## src/design/ofsp_pkg.sv

```systemverilog
// ofsp_pkg: shared character codes and state encodings for the face stream parser
// no dependencies; used by ofsp_parser

package ofsp_pkg;

  localparam logic [7:0] CH_NUL   = 8'h00;
  localparam logic [7:0] CH_TAB   = 8'h09;
  localparam logic [7:0] CH_LF    = 8'h0a;
  localparam logic [7:0] CH_CR    = 8'h0d;
  localparam logic [7:0] CH_SPACE = 8'h20;
  localparam logic [7:0] CH_PLUS  = 8'h2b;
  localparam logic [7:0] CH_MINUS = 8'h2d;
  localparam logic [7:0] CH_SLASH = 8'h2f;
  localparam logic [7:0] CH_ZERO  = 8'h30;
  localparam logic [7:0] CH_NINE  = 8'h39;
  localparam logic [7:0] CH_BSL   = 8'h5c;
  localparam logic [7:0] CH_F     = 8'h66;
  localparam logic [7:0] CH_N     = 8'h6e;
  localparam logic [7:0] CH_T     = 8'h74;
  localparam logic [7:0] CH_V     = 8'h76;
  localparam logic [7:0] CH_WS_LO = 8'h09;
  localparam logic [7:0] CH_WS_HI = 8'h0d;

  // what kind of row is open
  typedef enum logic [2:0] {
    KIND_OTHER = 3'b001,
    KIND_FACE  = 3'b010,
    KIND_SLASH = 3'b100
  } row_kind_t;

  // where the tokenizer stands inside one index token
  typedef enum logic [3:0] {
    PH_IDLE   = 4'b0001,
    PH_SIGN   = 4'b0010,
    PH_DIGITS = 4'b0100,
    PH_DONE   = 4'b1000
  } tok_phase_t;

endpackage

```

## src/design/ofsp_parser.sv

```systemverilog
// ofsp_parser: row splitter, vertex counter and face index tokenizer
// one byte per strobe, result is combinational from the current byte and registered state; uses ofsp_pkg

module ofsp_parser #(
  parameter int MAX_ROW          = 512,
  parameter int MAX_FACE_INDICES = 32,
  parameter int INDEX_BITS       = 24
) (
  input  logic                  clk,
  input  logic                  rst_n,
  input  logic                  byte_valid,
  input  logic [7:0]            byte_data,
  input  logic                  byte_last,
  output logic                  res_valid,
  output logic [INDEX_BITS-1:0] res_first,
  output logic [INDEX_BITS-1:0] res_prev,
  output logic [INDEX_BITS-1:0] res_this
);

  localparam int RL_W   = $clog2(MAX_ROW);
  localparam int IC_W   = $clog2(MAX_FACE_INDICES + 1);
  localparam int VC_W   = INDEX_BITS + 1;
  localparam int PROD_W = INDEX_BITS + 5;
  localparam logic [VC_W-1:0] VC_LIMIT = VC_W'(1) << INDEX_BITS;
  localparam logic [VC_W-1:0] MAG_CAP  = VC_LIMIT + VC_W'(1);
  localparam logic [RL_W-1:0] ROW_LAST = RL_W'(MAX_ROW - 2);
  localparam logic [IC_W-1:0] IC_MAX   = IC_W'(MAX_FACE_INDICES);

  logic [RL_W-1:0]       row_len_r, row_len_nxt;
  ofsp_pkg::row_kind_t   kind_r, kind_nxt;
  ofsp_pkg::tok_phase_t  phase_r, phase_nxt;
  logic                  vflag_r, vflag_nxt;
  logic                  neg_r, neg_nxt;
  logic [VC_W-1:0]       mag_r, mag_nxt;
  logic [IC_W-1:0]       icnt_r, icnt_nxt;
  logic                  first_ok_r, first_ok_nxt;
  logic [INDEX_BITS-1:0] first_idx_r, first_idx_nxt;
  logic                  prev_ok_r, prev_ok_nxt;
  logic [INDEX_BITS-1:0] prev_idx_r, prev_idx_nxt;
  logic [VC_W-1:0]       vcnt_r, vcnt_nxt;
  logic                  emit;
  logic [INDEX_BITS-1:0] code_idx;

  always_comb begin
    logic                  rs, blank, dropped, newline, store, ending, fin, do_fin;
    logic                  is_digit, code_ok;
    logic [3:0]            dval;
    logic [PROD_W-1:0]     prod;
    logic [VC_W-1:0]       idx_full;
    logic [IC_W-1:0]       icnt_inc;

    row_len_nxt   = row_len_r;
    kind_nxt      = kind_r;
    phase_nxt     = phase_r;
    vflag_nxt     = vflag_r;
    neg_nxt       = neg_r;
    mag_nxt       = mag_r;
    icnt_nxt      = icnt_r;
    first_ok_nxt  = first_ok_r;
    first_idx_nxt = first_idx_r;
    prev_ok_nxt   = prev_ok_r;
    prev_idx_nxt  = prev_idx_r;
    vcnt_nxt      = vcnt_r;
    emit          = 1'b0;
    code_idx      = '0;
    fin           = 1'b0;

    rs       = (row_len_r == '0);
    blank    = (byte_data == ofsp_pkg::CH_SPACE) || (byte_data == ofsp_pkg::CH_TAB);
    dropped  = (byte_data == ofsp_pkg::CH_BSL) || (byte_data == ofsp_pkg::CH_CR);
    newline  = (byte_data == ofsp_pkg::CH_LF);
    store    = !dropped && !newline && !(blank && rs);
    ending   = (newline && !rs) || (store && (row_len_r >= ROW_LAST));
    is_digit = (byte_data >= ofsp_pkg::CH_ZERO) && (byte_data <= ofsp_pkg::CH_NINE);
    dval     = 4'(byte_data - ofsp_pkg::CH_ZERO);
    prod     = (PROD_W'(mag_r) << 3) + (PROD_W'(mag_r) << 1) + PROD_W'(dval);

    // character step
    if (store) begin
      row_len_nxt = row_len_r + RL_W'(1);
      if (rs) begin
        if (byte_data == ofsp_pkg::CH_V) vflag_nxt = 1'b1;
        else if (byte_data == ofsp_pkg::CH_F) kind_nxt = ofsp_pkg::KIND_FACE;
      end else begin
        if ((row_len_r == RL_W'(1)) &&
            ((byte_data == ofsp_pkg::CH_N) || (byte_data == ofsp_pkg::CH_T))) begin
          vflag_nxt = 1'b0;
        end
        if (kind_r != ofsp_pkg::KIND_OTHER) begin
          if (byte_data == ofsp_pkg::CH_NUL) begin
            // text ends here; a pending token still completes
            fin      = (kind_r == ofsp_pkg::KIND_FACE) && (phase_r != ofsp_pkg::PH_IDLE);
            kind_nxt = ofsp_pkg::KIND_OTHER;
          end else if (blank) begin
            if (kind_r == ofsp_pkg::KIND_SLASH) kind_nxt = ofsp_pkg::KIND_FACE;
            else if (phase_r != ofsp_pkg::PH_IDLE) fin = 1'b1;
          end else if (kind_r == ofsp_pkg::KIND_FACE) begin
            case (phase_r)
              ofsp_pkg::PH_IDLE: begin
                if (byte_data == ofsp_pkg::CH_SLASH) begin
                  kind_nxt = ofsp_pkg::KIND_SLASH;
                end else begin
                  neg_nxt = 1'b0;
                  mag_nxt = '0;
                  if (byte_data inside {[ofsp_pkg::CH_WS_LO:ofsp_pkg::CH_WS_HI]}) begin
                    phase_nxt = ofsp_pkg::PH_SIGN;
                  end else if (byte_data == ofsp_pkg::CH_PLUS) begin
                    phase_nxt = ofsp_pkg::PH_DIGITS;
                  end else if (byte_data == ofsp_pkg::CH_MINUS) begin
                    neg_nxt   = 1'b1;
                    phase_nxt = ofsp_pkg::PH_DIGITS;
                  end else if (is_digit) begin
                    mag_nxt   = VC_W'(dval);
                    phase_nxt = ofsp_pkg::PH_DIGITS;
                  end else begin
                    phase_nxt = ofsp_pkg::PH_DONE;
                  end
                end
              end
              ofsp_pkg::PH_SIGN: begin
                if (byte_data inside {[ofsp_pkg::CH_WS_LO:ofsp_pkg::CH_WS_HI]}) begin
                  phase_nxt = ofsp_pkg::PH_SIGN;
                end else if (byte_data == ofsp_pkg::CH_PLUS) begin
                  phase_nxt = ofsp_pkg::PH_DIGITS;
                end else if (byte_data == ofsp_pkg::CH_MINUS) begin
                  neg_nxt   = 1'b1;
                  phase_nxt = ofsp_pkg::PH_DIGITS;
                end else if (is_digit) begin
                  mag_nxt   = VC_W'(dval);
                  phase_nxt = ofsp_pkg::PH_DIGITS;
                end else begin
                  phase_nxt = ofsp_pkg::PH_DONE;
                end
              end
              ofsp_pkg::PH_DIGITS: begin
                if (is_digit) begin
                  mag_nxt = (prod > PROD_W'(MAG_CAP)) ? MAG_CAP : VC_W'(prod);
                end else begin
                  phase_nxt = ofsp_pkg::PH_DONE;
                end
              end
              default: ;
            endcase
          end
        end
      end
    end

    // at most one index completes per byte: by its own char or by the row closing
    do_fin = fin || ((ending || byte_last) && (kind_nxt == ofsp_pkg::KIND_FACE) &&
                     (phase_nxt != ofsp_pkg::PH_IDLE));

    // in range exactly when 1 <= magnitude <= vertex count, for either sign
    code_ok  = (mag_nxt != '0) && (mag_nxt <= vcnt_r);
    idx_full = neg_nxt ? (vcnt_r - mag_nxt) : (mag_nxt - VC_W'(1));
    icnt_inc = icnt_r + IC_W'(1);

    if (do_fin) begin
      code_idx  = idx_full[INDEX_BITS-1:0];
      phase_nxt = ofsp_pkg::PH_IDLE;
      if (icnt_r == '0) begin
        first_ok_nxt  = code_ok;
        first_idx_nxt = code_idx;
      end else if (icnt_r >= IC_W'(2)) begin
        emit = first_ok_r && prev_ok_r && code_ok;
      end
      prev_ok_nxt  = code_ok;
      prev_idx_nxt = code_idx;
      icnt_nxt     = icnt_inc;
      if (icnt_inc >= IC_MAX) kind_nxt = ofsp_pkg::KIND_OTHER;
    end

    if (ending || byte_last) begin
      if (vflag_nxt && (vcnt_r < VC_LIMIT)) vcnt_nxt = vcnt_r + VC_W'(1);
      row_len_nxt  = '0;
      kind_nxt     = ofsp_pkg::KIND_OTHER;
      vflag_nxt    = 1'b0;
      phase_nxt    = ofsp_pkg::PH_IDLE;
      neg_nxt      = 1'b0;
      mag_nxt      = '0;
      icnt_nxt     = '0;
      first_ok_nxt = 1'b0;
      prev_ok_nxt  = 1'b0;
    end
    // a new stream is a new file
    if (byte_last) vcnt_nxt = '0;
  end

  assign res_valid = byte_valid && emit;
  assign res_first = first_idx_r;
  assign res_prev  = prev_idx_r;
  assign res_this  = code_idx;

  always_ff @(posedge clk) begin
    if (!rst_n) begin
      row_len_r  <= '0;
      kind_r     <= ofsp_pkg::KIND_OTHER;
      phase_r    <= ofsp_pkg::PH_IDLE;
      vflag_r    <= 1'b0;
      neg_r      <= 1'b0;
      mag_r      <= '0;
      icnt_r     <= '0;
      first_ok_r <= 1'b0;
      prev_ok_r  <= 1'b0;
      vcnt_r     <= '0;
    end else if (byte_valid) begin
      row_len_r  <= row_len_nxt;
      kind_r     <= kind_nxt;
      phase_r    <= phase_nxt;
      vflag_r    <= vflag_nxt;
      neg_r      <= neg_nxt;
      mag_r      <= mag_nxt;
      icnt_r     <= icnt_nxt;
      first_ok_r <= first_ok_nxt;
      prev_ok_r  <= prev_ok_nxt;
      vcnt_r     <= vcnt_nxt;
    end
  end

  always_ff @(posedge clk) begin
    if (byte_valid) begin
      first_idx_r <= first_idx_nxt;
      prev_idx_r  <= prev_idx_nxt;
    end
  end

endmodule

```

## src/design/ofsp_out_buf.sv

```systemverilog
// ofsp_out_buf: two-entry result buffer, output register plus skid entry
// no package dependencies

module ofsp_out_buf #(
  parameter int WIDTH = 72
) (
  input  logic             clk,
  input  logic             rst_n,
  input  logic             push,
  input  logic [WIDTH-1:0] push_data,
  output logic             full,
  output logic             out_tvalid,
  input  logic             out_tready,
  output logic [WIDTH-1:0] out_tdata
);

  logic             main_vld_r, main_vld_nxt;
  logic             skid_vld_r, skid_vld_nxt;
  logic [WIDTH-1:0] main_data_r, main_data_nxt;
  logic [WIDTH-1:0] skid_data_r, skid_data_nxt;
  logic             pop;

  assign pop = main_vld_r && out_tready;

  // push never comes while the skid entry is occupied
  always_comb begin
    main_vld_nxt  = main_vld_r;
    skid_vld_nxt  = skid_vld_r;
    main_data_nxt = main_data_r;
    skid_data_nxt = skid_data_r;
    if (pop) begin
      if (skid_vld_r) begin
        main_data_nxt = skid_data_r;
        skid_vld_nxt  = 1'b0;
      end else if (push) begin
        main_data_nxt = push_data;
      end else begin
        main_vld_nxt = 1'b0;
      end
    end else if (push) begin
      if (main_vld_r) begin
        skid_vld_nxt  = 1'b1;
        skid_data_nxt = push_data;
      end else begin
        main_vld_nxt  = 1'b1;
        main_data_nxt = push_data;
      end
    end
  end

  always_ff @(posedge clk) begin
    if (!rst_n) begin
      main_vld_r <= 1'b0;
      skid_vld_r <= 1'b0;
    end else begin
      main_vld_r <= main_vld_nxt;
      skid_vld_r <= skid_vld_nxt;
    end
  end

  always_ff @(posedge clk) begin
    main_data_r <= main_data_nxt;
    skid_data_r <= skid_data_nxt;
  end

  assign full       = skid_vld_r;
  assign out_tvalid = main_vld_r;
  assign out_tdata  = main_data_r;

endmodule

```

## src/design/obj_face_stream_parser.sv

```systemverilog
// obj_face_stream_parser: top level of the text mesh face index parser
// instantiates ofsp_parser and ofsp_out_buf; uses ofsp_pkg through ofsp_parser

// Takes a text mesh file one byte per item (in_tlast on the final byte) and
// emits one fan triangle item (first, previous, this corner, zero based) for
// each face index from the third on whose three corners are all valid vertex
// indices. Vertex rows ("v" not followed by "n" or "t") are counted so that
// negative indices resolve against the count seen so far; the count restarts
// at zero after each final byte. Throughput is one byte per clock while the
// output buffer has room: each byte is held in the input register, and when it
// moves on, the character logic updates all row state and drops any triangle
// into a two-entry output buffer, whose output register drives out_tvalid.
// in_tready drops only while both output buffer entries hold untaken triangles.

module obj_face_stream_parser #(
  parameter int MAX_ROW          = 512,
  parameter int MAX_FACE_INDICES = 32,
  parameter int INDEX_BITS       = 24
) (
  input  logic                   clk,
  input  logic                   rst_n,
  // byte stream side
  input  logic                   in_tvalid,
  output logic                   in_tready,
  input  logic [7:0]             in_tdata,   // [7:0] byte_in
  input  logic                   in_tlast,   // last_byte
  // triangle side
  output logic                   out_tvalid,
  input  logic                   out_tready,
  // corner_first, corner_prev, corner_this from bit 0 up, zero padded to bytes
  output logic [((3*INDEX_BITS+7)/8)*8-1:0] out_tdata
);

  localparam int OUT_W   = ((3 * INDEX_BITS + 7) / 8) * 8;
  localparam int FIELD_W = 3 * INDEX_BITS;

  // input register
  logic       in_vld_r;
  logic [7:0] in_byte_r;
  logic       in_last_r;
  logic       advance;
  logic       buf_full;

  // parser result
  logic                  res_valid;
  logic [INDEX_BITS-1:0] res_first;
  logic [INDEX_BITS-1:0] res_prev;
  logic [INDEX_BITS-1:0] res_this;
  logic [OUT_W-1:0]      res_packed;

  // the held byte moves on whenever the buffer has room for a possible triangle
  assign advance   = in_vld_r && !buf_full;
  assign in_tready = !in_vld_r || advance;

  always_ff @(posedge clk) begin
    if (!rst_n) begin
      in_vld_r <= 1'b0;
    end else if (in_tready) begin
      in_vld_r <= in_tvalid;
    end
  end

  always_ff @(posedge clk) begin
    if (in_tready && in_tvalid) begin
      in_byte_r <= in_tdata;
      in_last_r <= in_tlast;
    end
  end

  ofsp_parser #(
    .MAX_ROW          (MAX_ROW),
    .MAX_FACE_INDICES (MAX_FACE_INDICES),
    .INDEX_BITS       (INDEX_BITS)
  ) u_parser (
    .clk        (clk),
    .rst_n      (rst_n),
    .byte_valid (advance),
    .byte_data  (in_byte_r),
    .byte_last  (in_last_r),
    .res_valid  (res_valid),
    .res_first  (res_first),
    .res_prev   (res_prev),
    .res_this   (res_this)
  );

  // pad bits are zero; the pad is empty when the fields already fill whole bytes
  always_comb begin
    res_packed = '0;
    res_packed[FIELD_W-1:0] = {res_this, res_prev, res_first};
  end

  ofsp_out_buf #(
    .WIDTH (OUT_W)
  ) u_out_buf (
    .clk        (clk),
    .rst_n      (rst_n),
    .push       (res_valid),
    .push_data  (res_packed),
    .full       (buf_full),
    .out_tvalid (out_tvalid),
    .out_tready (out_tready),
    .out_tdata  (out_tdata)
  );

endmodule

```

## config.mk

```make
export PLATFORM = sky130hd
export DESIGN_NAME = obj_face_stream_parser
export DESIGN_NICKNAME = d
export VERILOG_FILES = /design/src/design/ofsp_pkg.sv /design/src/design/ofsp_parser.sv /design/src/design/ofsp_out_buf.sv /design/src/design/obj_face_stream_parser.sv
export SDC_FILE = /design/constraint.sdc
export NUM_CORES = 1
export LEC_CHECK = 0
export ABC_AREA = 1
export BUFFER_PORTS_ARGS = -buffer_cell sky130_fd_sc_hd__buf_2
export CORE_MARGIN = 1
export CORE_UTILIZATION = 50
export DETAILED_ROUTE_END_ITERATION = 6
export PLACE_DENSITY = 0.67
export SLEW_MARGIN = 20
export SYNTH_ARGS = -nofsm -noshare
export SYNTH_HDL_FRONTEND = slang
export SYNTH_SLANG_ARGS = --single-unit
```

## constraint.sdc

```tcl
create_clock -name clk -period 12 [get_ports clk]
set_input_delay 1.2 -clock clk [delete_from_list [all_inputs] [get_ports clk]]
set_output_delay 1.2 -clock clk [all_outputs]
set_load 0.01 [all_outputs]
```

* Yosys cells after proc, flatten, opt, wreduce, memory -nomap -nowiden
Index checks and enable logic that the tools add are counted.
Storage, ports and cells: bits in registers 280, input port bits 13
Operators by class: bitwise logic cells 2, reduce and logical (&&, ||, !) cells 54, add/subtract/negate cells 8, magnitude comparators 10, equality and inequality tests 25, multiplexer cells 101
Operator list (count):
- two-way mux 25 bit | 20
- two-way mux 72 bit | 5
- case mux 25 bit (3 select lines) | 1
- two-way mux 4 bit | 15
- two-way mux 24 bit | 2
- two-way mux 3 bit | 14
- == test 8 x 7 -> 1 bit, second input constant | 5
- two-way mux 1 bit | 38
- == test 8 x 6 -> 1 bit, second input constant | 4
- adder 28 x 26 -> 29 bit | 1
- adder 29 x 4 -> 29 bit | 1
- greater-than comparator 29 x 25 -> 1 bit, second input constant | 1
- adder 25 x 1 -> 25 bit, second input constant | 1
- less-or-equal comparator 25 bit | 1
- less-than comparator 25 bit, second input constant | 1
- nonzero test 25 bit | 1
- == test 8 x 4 -> 1 bit, second input constant | 3
- subtractor 24 x 1 -> 24 bit, second input constant | 1
- subtractor 24 bit | 1
- logical AND 1 bit | 19
- two-way mux 9 bit | 2
- AND reduction 3 bit | 6
- nonzero test 2 bit | 7
- two-way mux 6 bit | 2
- 29 further kinds | 48

* Longest topological paths before layout
Gate-level depths: netlist of the first run.
depth after elaboration 24, gate-level depth with buffers 47, mapped depth without buffers 46

* Hierarchy
Synthesis of the first run repeated with hierarchy kept, for this count alone.
Unflattened totals: cell total of the unflattened synthesis 2069, area total of the unflattened synthesis 16933.7 sq um
By module, submodules not included:
- ofsp_parser | cells each 1658, area each 11145.7 sq um, times used 1, sequential area each 2962.8 sq um
- ofsp_out_buf | cells each 394, area each 5462.7 sq um, times used 1, sequential area each 4364.2 sq um
- obj_face_stream_parser | cells each 17, area each 325.3 sq um, times used 1, sequential area each 290.3 sq um

* Worst setup path before layout of the first run
OpenSTA, ideal clock, no wires.
kind register to register, from register in_byte_r[3], to register u_out_buf.main_data_r[0], in the netlist u_out_buf.out_tdata[0] (enable), clock period less this slack 8304 ps, path slack 3696 ps, stages on the path, launching flop included 36, setup time 522 ps, buffers on the path 1, arrival time 7782 ps, required time 11478 ps, cells stage by stage edfxtp_1 inv_1 fa_1 fa_1 inv_1 nand2_1 nand2_1 nand3_1 nand2_1 nand3_1 nand2_1 a21oi_1 or2_1 nand3_2 nor2_2 buf_6 nand3_1 nand2_1 nand2_4 inv_2 ha_1 a21oi_1 o21ai_0 nand2_1 a21oi_1 o21ai_0 nand2_1 nand3_1 nand3_1 a21oi_1 o31ai_1 a21oi_1 a41o_1 and2_1 nand2_1 a21boi_1
Between the ends: word-level cells in the longest chain between the ends 23, elaborated cells between the ends (all ways) 94
Ends and longest elaborated chain:
- start: declaration | RTL line obj_face_stream_parser.sv:39 | logic [7:0] in_byte_r;
- start signal: assignment | RTL line obj_face_stream_parser.sv:65 | in_byte_r <= in_tdata;
- branches (longest 19 deep; another with adder 29 x 4 -> 29 bit)
- two-way mux 1 bit * | RTL line ofsp_parser.sv:158 | if (do_fin) begin
- logical AND 1 bit * | RTL line ofsp_parser.sv:189 | assign res_valid = byte_valid && emit;
- nonzero test 2 bit (no source line)
- AND reduction 3 bit (no source line) *
- end signal: assignment | RTL line ofsp_out_buf.sv:62 | main_data_r <= main_data_nxt;
- end: declaration | RTL line ofsp_out_buf.sv:19 | logic [WIDTH-1:0] main_data_r, main_data_nxt;
Mark *: on every way between the ends. A chain may end at the register's enable or synchronous reset.

* Worst setup path after layout of the first run
from register in_byte_r[3], to register u_out_buf.main_data_r[10], in the netlist u_out_buf.out_tdata[10] (enable)
Same word-level chain as after synthesis.

==> results.json, run 1 <==
{
  "outcome": "finished, final reports clean",
  "seq_area_sq_um": 7620,
  "gp_congestion": 0.972,
  "antenna_found_initial": 0,
  "dr_wl_met2_um": 19500,
  "fp-row-count": 66,
  "syn_inst": 1941,
  "peakVddDrop_mv": 0.116,
  "synth_area_leader_cell": "edfxtp_1",
  "rsz0062_at_grt": "no",
  "grt_start_max_net_pins": 73,
  "max_freq_mhz": 139,
  "area_growth_pct": 10.8,
  "synth_area_leaders": "edfxtp_1 36%, dfxtp_1 9.4%, nand2_1 9.1%",
  "finalHoldViolations": 0,
  "worstHoldPathCells": 0,
  "grt_usage": 0.245,
  "highest_layer": "met4",
  "synthMuxAreaShare": 0.0349,
  "period_minus_slack_ns": 7.19,
  "synth.top_cell.area_share": 0.359,
  "cts_setup_buffers": 0,
  "synth_top_flop_cell": "edfxtp_1",
  "ys_types": 63,
  "cts.sinks": 280,
  "cellPowerDensity_nw_per_um2": 104,
  "worst_setup_path_start_kind": "flop",
  "fin_setup_tns_ns": 0,
  "synth_fa_ha_area_frac": 0.0833,
  "fill_cells": 3001,
  "drt-initial-drc-count": 972,
  "root_buffer": "clkbuf_16",
  "max_stage_delay_ns": 0.72,
  "grt_overflow_total": 0,
  "async_flop_share": 0,
  "die_h_um": 185,
  "clock_latency_ns": 0.57,
  "grt_pass1_wl_um": 66000,
  "critical-path-slowest-cell": "nor2_2",
  "yosys-top-cells-count": "407 x nand2_1, 245 x inv_1, 201 x edfxtp_1, 168 x a21oi_1, 158 x nor2_1",
  "clkTransAtPathRegs_ns": 0.06,
  "netlist_area_sq_um": 16800,
  "drt_wl_total_um": 41800,
  "io_buffers": 86,
  "avgSynthCellArea_sq_um": 8.65,
  "ant_nets": 0,
  "cp_max_fo": 72,
  "vias_per_cell": 5.38,
  "cts_tree": "yes",
  "htreeDepth": 1,
  "io_pins": 87,
  "yosysWarnings": 0,
  "wire_per_inst_um": 16.7,
  "ys_ff_latch": 280,
  "dr_wl_met3_um": 2020,
  "path_common_cell": "nand2_1",
  "diodes": 0,
  "worst-setup-path-type": "reg2reg",
  "reg2regPathDepth": 35,
  "ctsHoldBuffers": 0,
  "tightest_slew_ns": 0.991,
  "synth-xor-area-share": 0.0136,
  "die_x_um": 185,
  "initial_core_util": 0.512,
  "fp.coreArea_sq_um": 32800,
  "synth_edf_count": 201,
  "crit_path_end_kind": "flop",
  "drtPass1Iterations": 5,
  "numCtsBuffers": 29,
  "synth_compound_area_frac": 0.102,
  "final_util": 0.567,
  "arrival_ns": 7.37,
  "worstPathRequired_ns": 12.18,
  "drc": 0,
  "clockBufferDepth": 3,
  "synth_nets": 2064,
  "hpwl_um": 32200,
  "fin_crit_sh": 0.599,
  "setup_violations": 0,
  "synth_top_family_by_area": "simple AND/OR/NAND/NOR gates",
  "drive_gt1_frac": 0.156,
  "maxSlewHeadroom": 0.335,
  "grt_pass1_vias": 12600,
  "multi_input_area_sq_um": 8000,
  "ys_seq_area_frac": 0.454,
  "hold_class": "reg2reg",
  "cts_resized": 0,
  "finClkSkew_ns": 0.0147,
  "wirelength_met1_um": 18600,
  "synth-simple-area-share": 0.241,
  "hold_ws_ns": 0.442,
  "synth_most_common_cell": "nand2_1",
  "vias": 13400,
  "cap_violations": 0,
  "fp.dieArea_sq_um": 34300,
  "nNetsFinal": 2156,
  "p_leak_uw": 0.00825,
  "drv_slew": 0
}
[cells by family (layout without fill, tap and decap cells)]
| family | Yosys count | count (layout) |
|---|---|---|
| compound gates | 302 | 302 |
| fa+ha+maj | 110 | 110 |
| xor+xnor | 26 | 26 |
| simple gates | 861 | 861 |
| mux | 52 | 52 |
| buf+inv | 310 | 424 |
| flops | 280 | 280 |
[where the power goes]
group	switching, uW	internal, uW	leakage [uW]
logic	31.3	12.6	0.00534
clock network	364	487	0.000430
registers	3.80	1030	0.00248
[flip-flops by register name (all words and copies together), names as in the netlist]
signal / flops
u_parser.res_first: 24
u_parser.mag_r: 25
u_parser.kind_r: 3
in_last_r: 1
u_parser.phase_r: 4
u_parser.neg_r: 1
u_parser.res_prev: 24
u_parser.first_ok_r: 1
u_parser.vflag_r: 1
u_parser.row_len_r: 9
u_parser.vcnt_r: 25
u_parser.icnt_r: 6
in_vld_r: 1
u_out_buf.skid_data_r: 72
u_out_buf.full: 1
u_out_buf.out_tvalid: 1
u_out_buf.out_tdata: 72
in_byte_r: 8
u_parser.prev_ok_r: 1
[worst paths after layout]
kind | startpoint | to | slack, ns
hold reg to reg | u_parser.res_first[21] | u_out_buf.skid_data_r[21] | 0.44
setup / recovery | in_byte_r[3] | u_out_buf.out_tdata[10] | 4.81
setup reg to reg | in_byte_r[3] | u_out_buf.out_tdata[10] | 4.81
hold / removal | u_parser.res_first[21] | u_out_buf.skid_data_r[21] | 0.44
[routing by layer]
layer,vias to the layer above,track usage
met2,395,0.411
li1,6735,-
met5,-,0
met4,0,0.0982
met3,83,0.0271
met1,6233,0.321
[area by class of cell]
type                       instances  share of cell area
multi-input combinational       1351               0.430
inverter                         276              0.0560
clock buffer                      38              0.0408
clock inverter                    15             0.00713
timing repair buffer              95              0.0268
sequential                       280               0.409
tap                              442              0.0297
[worst max-delay path: cells and delay by family, from the launching register on]
family,cells,cell delay [ns]
and+or+nand+nor,19,2.63
AOI/OAI and AO/OA,10,1.51
adders and majority gates,3,1.25
buffers and inverters,3,0.89
DFF,1,0.47
[per-stage QoR]
| stage | area, sq um | power (uW) | setup WS (ns) | instances |
|---|---|---|---|---|
| 2_1_floorplan | 16800 | 1080 | 3.70 | 1941 |
| 3_3_place_gp | 17700 | 1090 | 5.21 | 2444 |
| 3_5_place_dp | 17700 | 1090 | 4.95 | 2444 |
| 4_1_cts | 18600 | 1940 | 4.90 | 2497 |
| 5_1_grt | 18600 | 1980 | 4.28 | 2497 |
| 6_report | 18600 | 1930 | 4.81 | 2497 |
[cell usage in the layout (no fill, tap or decap), drive strengths merged, types with 5 or more instances in the layout]
master  netlist  final
mux2         52     52
nor3         44     44
o21a          5      5
or2           5      5
buf          12     95
nor2        192    192
clkbuf       22     38
xnor2        13     13
and2          5      5
edfxtp      201    201
dfxtp        79     79
clkinv        2     14
ha          107    107
inv         274    274
a21oi       175    175
nand2       433    433
o21ai        85     85
nand3b        8      8
nand4        46     46
nor4          7      7
xor2         13     13
a21boi        5      5
o31ai         5      5
nand3       117    117
a211oi        6      6
No activity file was read; power rests on OpenSTA's default activity.
==> run 2, diff against run 1 <==
Clock period 12 ns to 6.7 ns, I/O delays scaled along.
==> run 2 against run 1 <==
  * Power up 89%
  * Sequential power is 79% higher
  * Maximum frequency is 16% higher
  * Cell area up 1.9%
  * Count of clock-buffer cells in the layout is 8 lower
  * Global-route usage is 1.6 points higher
  * First-iteration DRC count is 8.8% lower
  * Critical path type unchanged
  * Critical endpoint unchanged
==> results.json, run 2 (synthesis gave the netlist of run 1 again) <==
{
  "diodes": 0,
  "endpoint": "u_out_buf.out_tdata[10]",
  "reg2reg_slack_ns": 0.49,
  "rsz0062_at_grt": "no",
  "ant_nets": 0,
  "vias_per_cell": 5.43,
  "grt_usage": 0.261,
  "cap_violations": 0,
  "drtPass1Iterations": 7,
  "maxSlewHeadroom": 0.289,
  "worst-setup-path-type": "reg2reg",
  "setup_violations": 0,
  "seq_area_sq_um": 7620,
  "reg2reg_from": "in_byte_r[2]",
  "critical-path-slowest-cell": "nor3_1",
  "hold_class": "in2reg",
  "most-common-layout-cells": "407 x nand2_1, 244 x inv_1, 201 x edfxtp_1",
  "nNetsFinal": 2178,
  "outcome": "finished, final reports clean",
  "max_freq_mhz": 161,
  "clockBufferDepth": 3,
  "mostFrequentLayoutCell": "nand2_1",
  "final_util": 0.578,
  "die_x_um": 185,
  "peakVddDrop_mv": 0.168,
  "cp_max_fo": 24,
  "finalHoldViolations": 0,
  "fill_cells": 3021,
  "fp.dieArea_sq_um": 34300,
  "fp-row-count": 66,
  "worst-path-stages": 35,
  "fp.coreArea_sq_um": 32800,
  "htreeDepth": 1,
  "reg2regPathDepth": 35,
  "drt-initial-drc-count": 886,
  "tightest_slew_ns": 1.07,
  "antenna_found_initial": 0,
  "drc": 0,
  "drv_slew": 0,
  "wire_per_inst_um": 17.4,
  "grt_pass1_vias": 13100,
  "clkTransAtPathRegs_ns": 0.07,
  "die_h_um": 185,
  "critPathBufInv": 5,
  "path_common_cell": "nand2_1",
  "root_buffer": "clkbuf_16",
  "clock_latency_ns": 0.58,
  "hpwl_um": 34000,
  "fin_setup_tns_ns": 0,
  "finClkSkew_ns": 0.0180,
  "grt_pass1_wl_um": 69800,
  "numCtsBuffers": 29,
  "initial_core_util": 0.512,
  "crit_path_end_kind": "flop",
  "critPathLaunch": "in_byte_r[2]",
  "arrival_ns": 6.54,
  "gp_congestion": 1.01,
  "drt_wl_total_um": 44000,
  "io_buffers": 86,
  "grt_start_max_net_pins": 94,
  "drive_gt1_frac": 0.172,
  "worst_setup_path_start_kind": "flop",
  "vias": 13700,
  "period_minus_slack_ns": 6.21,
  "max_stage_delay_ns": 0.48,
  "worstPathRequired_ns": 7.04,
  "io_pins": 87,
  "grt_overflow_total": 0,
  "multi_input_area_sq_um": 8010,
  "fin_crit_sh": 0.926,
  "p_leak_uw": 0.00835,
  "cts_tree": "yes",
  "cellPowerDensity_nw_per_um2": 192,
  "cts.sinks": 280,
  "area_growth_pct": 12.9,
  "crit_family": "simple AND/OR/NAND/NOR gates",
  "timing.rr.end": "u_out_buf.out_tdata[10]"
}
[run 2: worst min-delay path by stage]
stage          depth (start not counted)                        end  slack (ns)                    from
6_report                               1               in_byte_r[0]        0.27             in_tdata[0]
2_1_floorplan                          0   u_out_buf.skid_data_r[0]        0.42   u_parser.res_first[0]
3_3_place_gp                           0  u_out_buf.skid_data_r[22]        0.43  u_parser.res_first[22]
5_1_grt                                1               in_byte_r[2]        0.25             in_tdata[2]
3_5_place_dp                           0  u_out_buf.skid_data_r[22]        0.43  u_parser.res_first[22]
4_1_cts                                1               in_byte_r[0]        0.24             in_tdata[0]
[run 2: cell type report]
class | count | share of cell area
sequential | 280 | 0.402
clock buffer | 30 | 0.0385
clock inverter | 24 | 0.0154
inverter | 276 | 0.0549
tap | 442 | 0.0292
timing repair buffer | 117 | 0.0378
multi-input combinational | 1351 | 0.422
[run 2: timing repair]
action                     in CTS  in global routing
setup endpoints to repair       0                 84
gates resized for setup         0                  6
hold buffers                    0                  0
setup buffers                   0                  1
[run 2: worst reg2reg max path: cells and delay by family, from the launching register on]
family	cells	cell delay [ns]
AO/OA/AOI/OAI	6	0.98
adder cells (fa/ha/maj)	4	1.33
buffers and inverters	5	0.74
flip-flops	1	0.45
AND/OR/NAND/NOR	20	2.48
[run 2: power breakdown]
part	switching [uW]	internal (uW)
logic	56.0	23.0
clock network	713	998
registers	6.04	1840
[run 2: per-stage QoR]
step           power [uW]  instances  hold slack [ns]  cell area, sq um  worst slack (ns)
2_1_floorplan        1930       1941            0.420             16800             0.501
3_3_place_gp         1960       2465            0.427             17900             0.467
3_5_place_dp         1960       2465            0.433             17900             0.393
4_1_cts              3670       2519            0.245             18900             0.395
5_1_grt              3730       2520            0.252             19000            0.0355
6_report             3630       2520            0.269             19000             0.493
[run 2: routing by layer]
| layer | vias to the layer above | track usage | part of all wire |
|---|---|---|---|
| met5 | - | 0 | 0 |
| met3 | 86 | 0.0279 | 0.048 |
| met1 | 6416 | 0.337 | 0.43 |
| met2 | 396 | 0.449 | 0.48 |
| li1 | 6774 | - | - |
| met4 | 0 | 0.0985 | 0.037 |
==> run 3, diff against run 2 <==
Settings changed: PLACE_DENSITY 0.67 to 0.72.
==> run 3 against run 2 <==
  * Sequential share of layout area rose by 0.32 points
  * Highest routed layer unchanged
  * Non-clock buffer count fell by 13
  * Utilization decreased by 0.45 points
  * Largest cell class unchanged
  * Sequential cell count stayed put
==> results.json, run 3 (synthesis gave the netlist of run 1 again) <==
{
  "gp_congestion": 1.00,
  "grt_start_max_net_pins": 73,
  "switching_share": 0.205,
  "crit_family": "simple AND/OR/NAND/NOR gates",
  "grt_pass1_wl_um": 68000,
  "path_common_cell": "nand2_1",
  "numCtsBuffers": 29,
  "seq_area_sq_um": 7620,
  "antenna_found_initial": 0,
  "drc": 0,
  "io_pins": 87,
  "ant_nets": 0,
  "stdcell_area_sq_um": 18800,
  "max_freq_mhz": 161,
  "nNetsFinal": 2165,
  "vias_per_cell": 5.49,
  "fp.dieArea_sq_um": 34300,
  "fin_crit_sh": 0.926,
  "hold_class": "in2reg",
  "fill_cells": 2910,
  "area_growth_pct": 12.0,
  "grt_overflow_total": 0,
  "p_clk_frac": 0.464,
  "mostFrequentLayoutCell": "nand2_1",
  "root_buffer": "clkbuf_16",
  "critical-path-slowest-cell": "fa_1",
  "critPathBufInv": 5,
  "placed_cell_area_sq_um": 17800,
  "arrival_ns": 6.42,
  "worst_setup_path_start_kind": "flop",
  "fp.coreArea_sq_um": 32800,
  "ctsHoldBuffers": 0,
  "finalHoldViolations": 0,
  "io_buffers": 86,
  "peakVddDrop_mv": 0.182,
  "worst-setup-path-type": "reg2reg",
  "fin_setup_tns_ns": 0,
  "die_h_um": 185,
  "maxSlewHeadroom": 0.337,
  "p_switching_uw": 739,
  "cts.sinks": 280,
  "grt_usage": 0.251,
  "diodes": 0,
  "most-common-layout-cells": "407 x nand2_1, 244 x inv_1, 201 x edfxtp_1",
  "drv_slew": 0,
  "p_comb_frac": 0.022,
  "finClkSkew_ns": 0.0195,
  "grt_pass1_vias": 13000,
  "hpwl_um": 32700,
  "pwr-share-seq": 0.513,
  "drive_gt1_frac": 0.164,
  "die_x_um": 185,
  "drt_wl_total_um": 42800,
  "fp-row-count": 66,
  "cellPowerDensity_nw_per_um2": 191,
  "cts_tree": "yes",
  "drtPass1Iterations": 6,
  "drt-initial-drc-count": 1158,
  "multi_input_area_sq_um": 8010,
  "worstPathRequired_ns": 6.92,
  "max_stage_delay_ns": 0.53,
  "rsz0062_at_grt": "no",
  "period_minus_slack_ns": 6.20,
  "cap_violations": 0,
  "setup_violations": 0,
  "vias": 13800,
  "intPower_uw": 2860,
  "crit_path_end_kind": "flop",
  "wire_per_inst_um": 17.1,
  "initial_core_util": 0.512,
  "clock_latency_ns": 0.57,
  "tightest_slew_ns": 0.991,
  "p_leak_uw": 0.00824,
  "outcome": "finished, final reports clean",
  "clockBufferDepth": 3,
  "cp_max_fo": 72,
  "htreeDepth": 1,
  "clkTransAtPathRegs_ns": 0.06
}
[run 3: changes by cell type in the layout (fill, tap and decap cells not counted), moves of 2 or more]
cell and delta:
buf_4 -11, clkinv_1 +2, inv_6 -3, clkinv_4 -2
buf_12 -2, clkbuf_1 +5, clkinv_2 -2
[run 3: path summary, 6_finish.rpt]
path,startpoint,slack (ns),endpoint,cells after the start
worst min-delay path,in_tdata[2],0.28,in_byte_r[2],1
worst max register to register,in_byte_r[3],0.50,u_out_buf.out_tdata[9],34
worst max-delay path,in_byte_r[3],0.50,u_out_buf.out_tdata[9],34
worst min register to register,u_parser.res_first[18],0.45,u_out_buf.skid_data_r[18],0
[run 3: layout make-up]
type                       instances  share of cell area
clock inverter                    19              0.0130
clock buffer                      35              0.0398
timing repair buffer             104              0.0314
sequential                       280               0.405
multi-input combinational       1351               0.426
tap                              442              0.0294
inverter                         276              0.0553
[run 3: metrics by stage]
| stage | instances | setup slack (ns) | total power [uW] | hold slack, ns | utilization |
|---|---|---|---|---|---|
| after detailed placement | 2450 | 0.351 | 1960 | 0.433 | 0.542 |
| after global routing | 2507 | 0.00146 | 3690 | 0.261 | 0.574 |
| after floorplan | 1941 | 0.501 | 1930 | 0.420 | - |
| after global placement | 2450 | 0.505 | 1960 | 0.435 | 0.542 |
| final | 2507 | 0.496 | 3590 | 0.278 | 0.574 |
| after CTS | 2504 | 0.319 | 3620 | 0.256 | 0.573 |
[run 3: power by group through the flow]
| stage | clock, uW | combinational, uW | sequential (uW) |
|---|---|---|---|
| 6_report | 1670 | 79.4 | 1850 |
| 5_1_grt | 1760 | 87.9 | 1850 |
| 4_1_cts | 1700 | 76.5 | 1850 |
| 3_5_place_dp | 0 | 76.2 | 1880 |
| 3_3_place_gp | 0 | 74.8 | 1880 |
| 2_1_floorplan | 0 | 53.9 | 1880 |
[run 3: what timing repair did]
item,CTS,global route
setup buffers,0,2
endpoints found under the hold margin,0,0
resized for setup,0,7
endpoints found under the setup margin,0,83
[run 3: routing by layer]
| layer | GRT usage | up-vias | wire (um) |
|---|---|---|---|
| met5 | 0 | - | 0 |
| met4 | 0.0668 | 0 | 1040 |
| met3 | 0.0320 | 72 | 2810 |
| met2 | 0.430 | 484 | 20500 |
| met1 | 0.333 | 6445 | 18400 |
| li1 | - | 6755 | - |
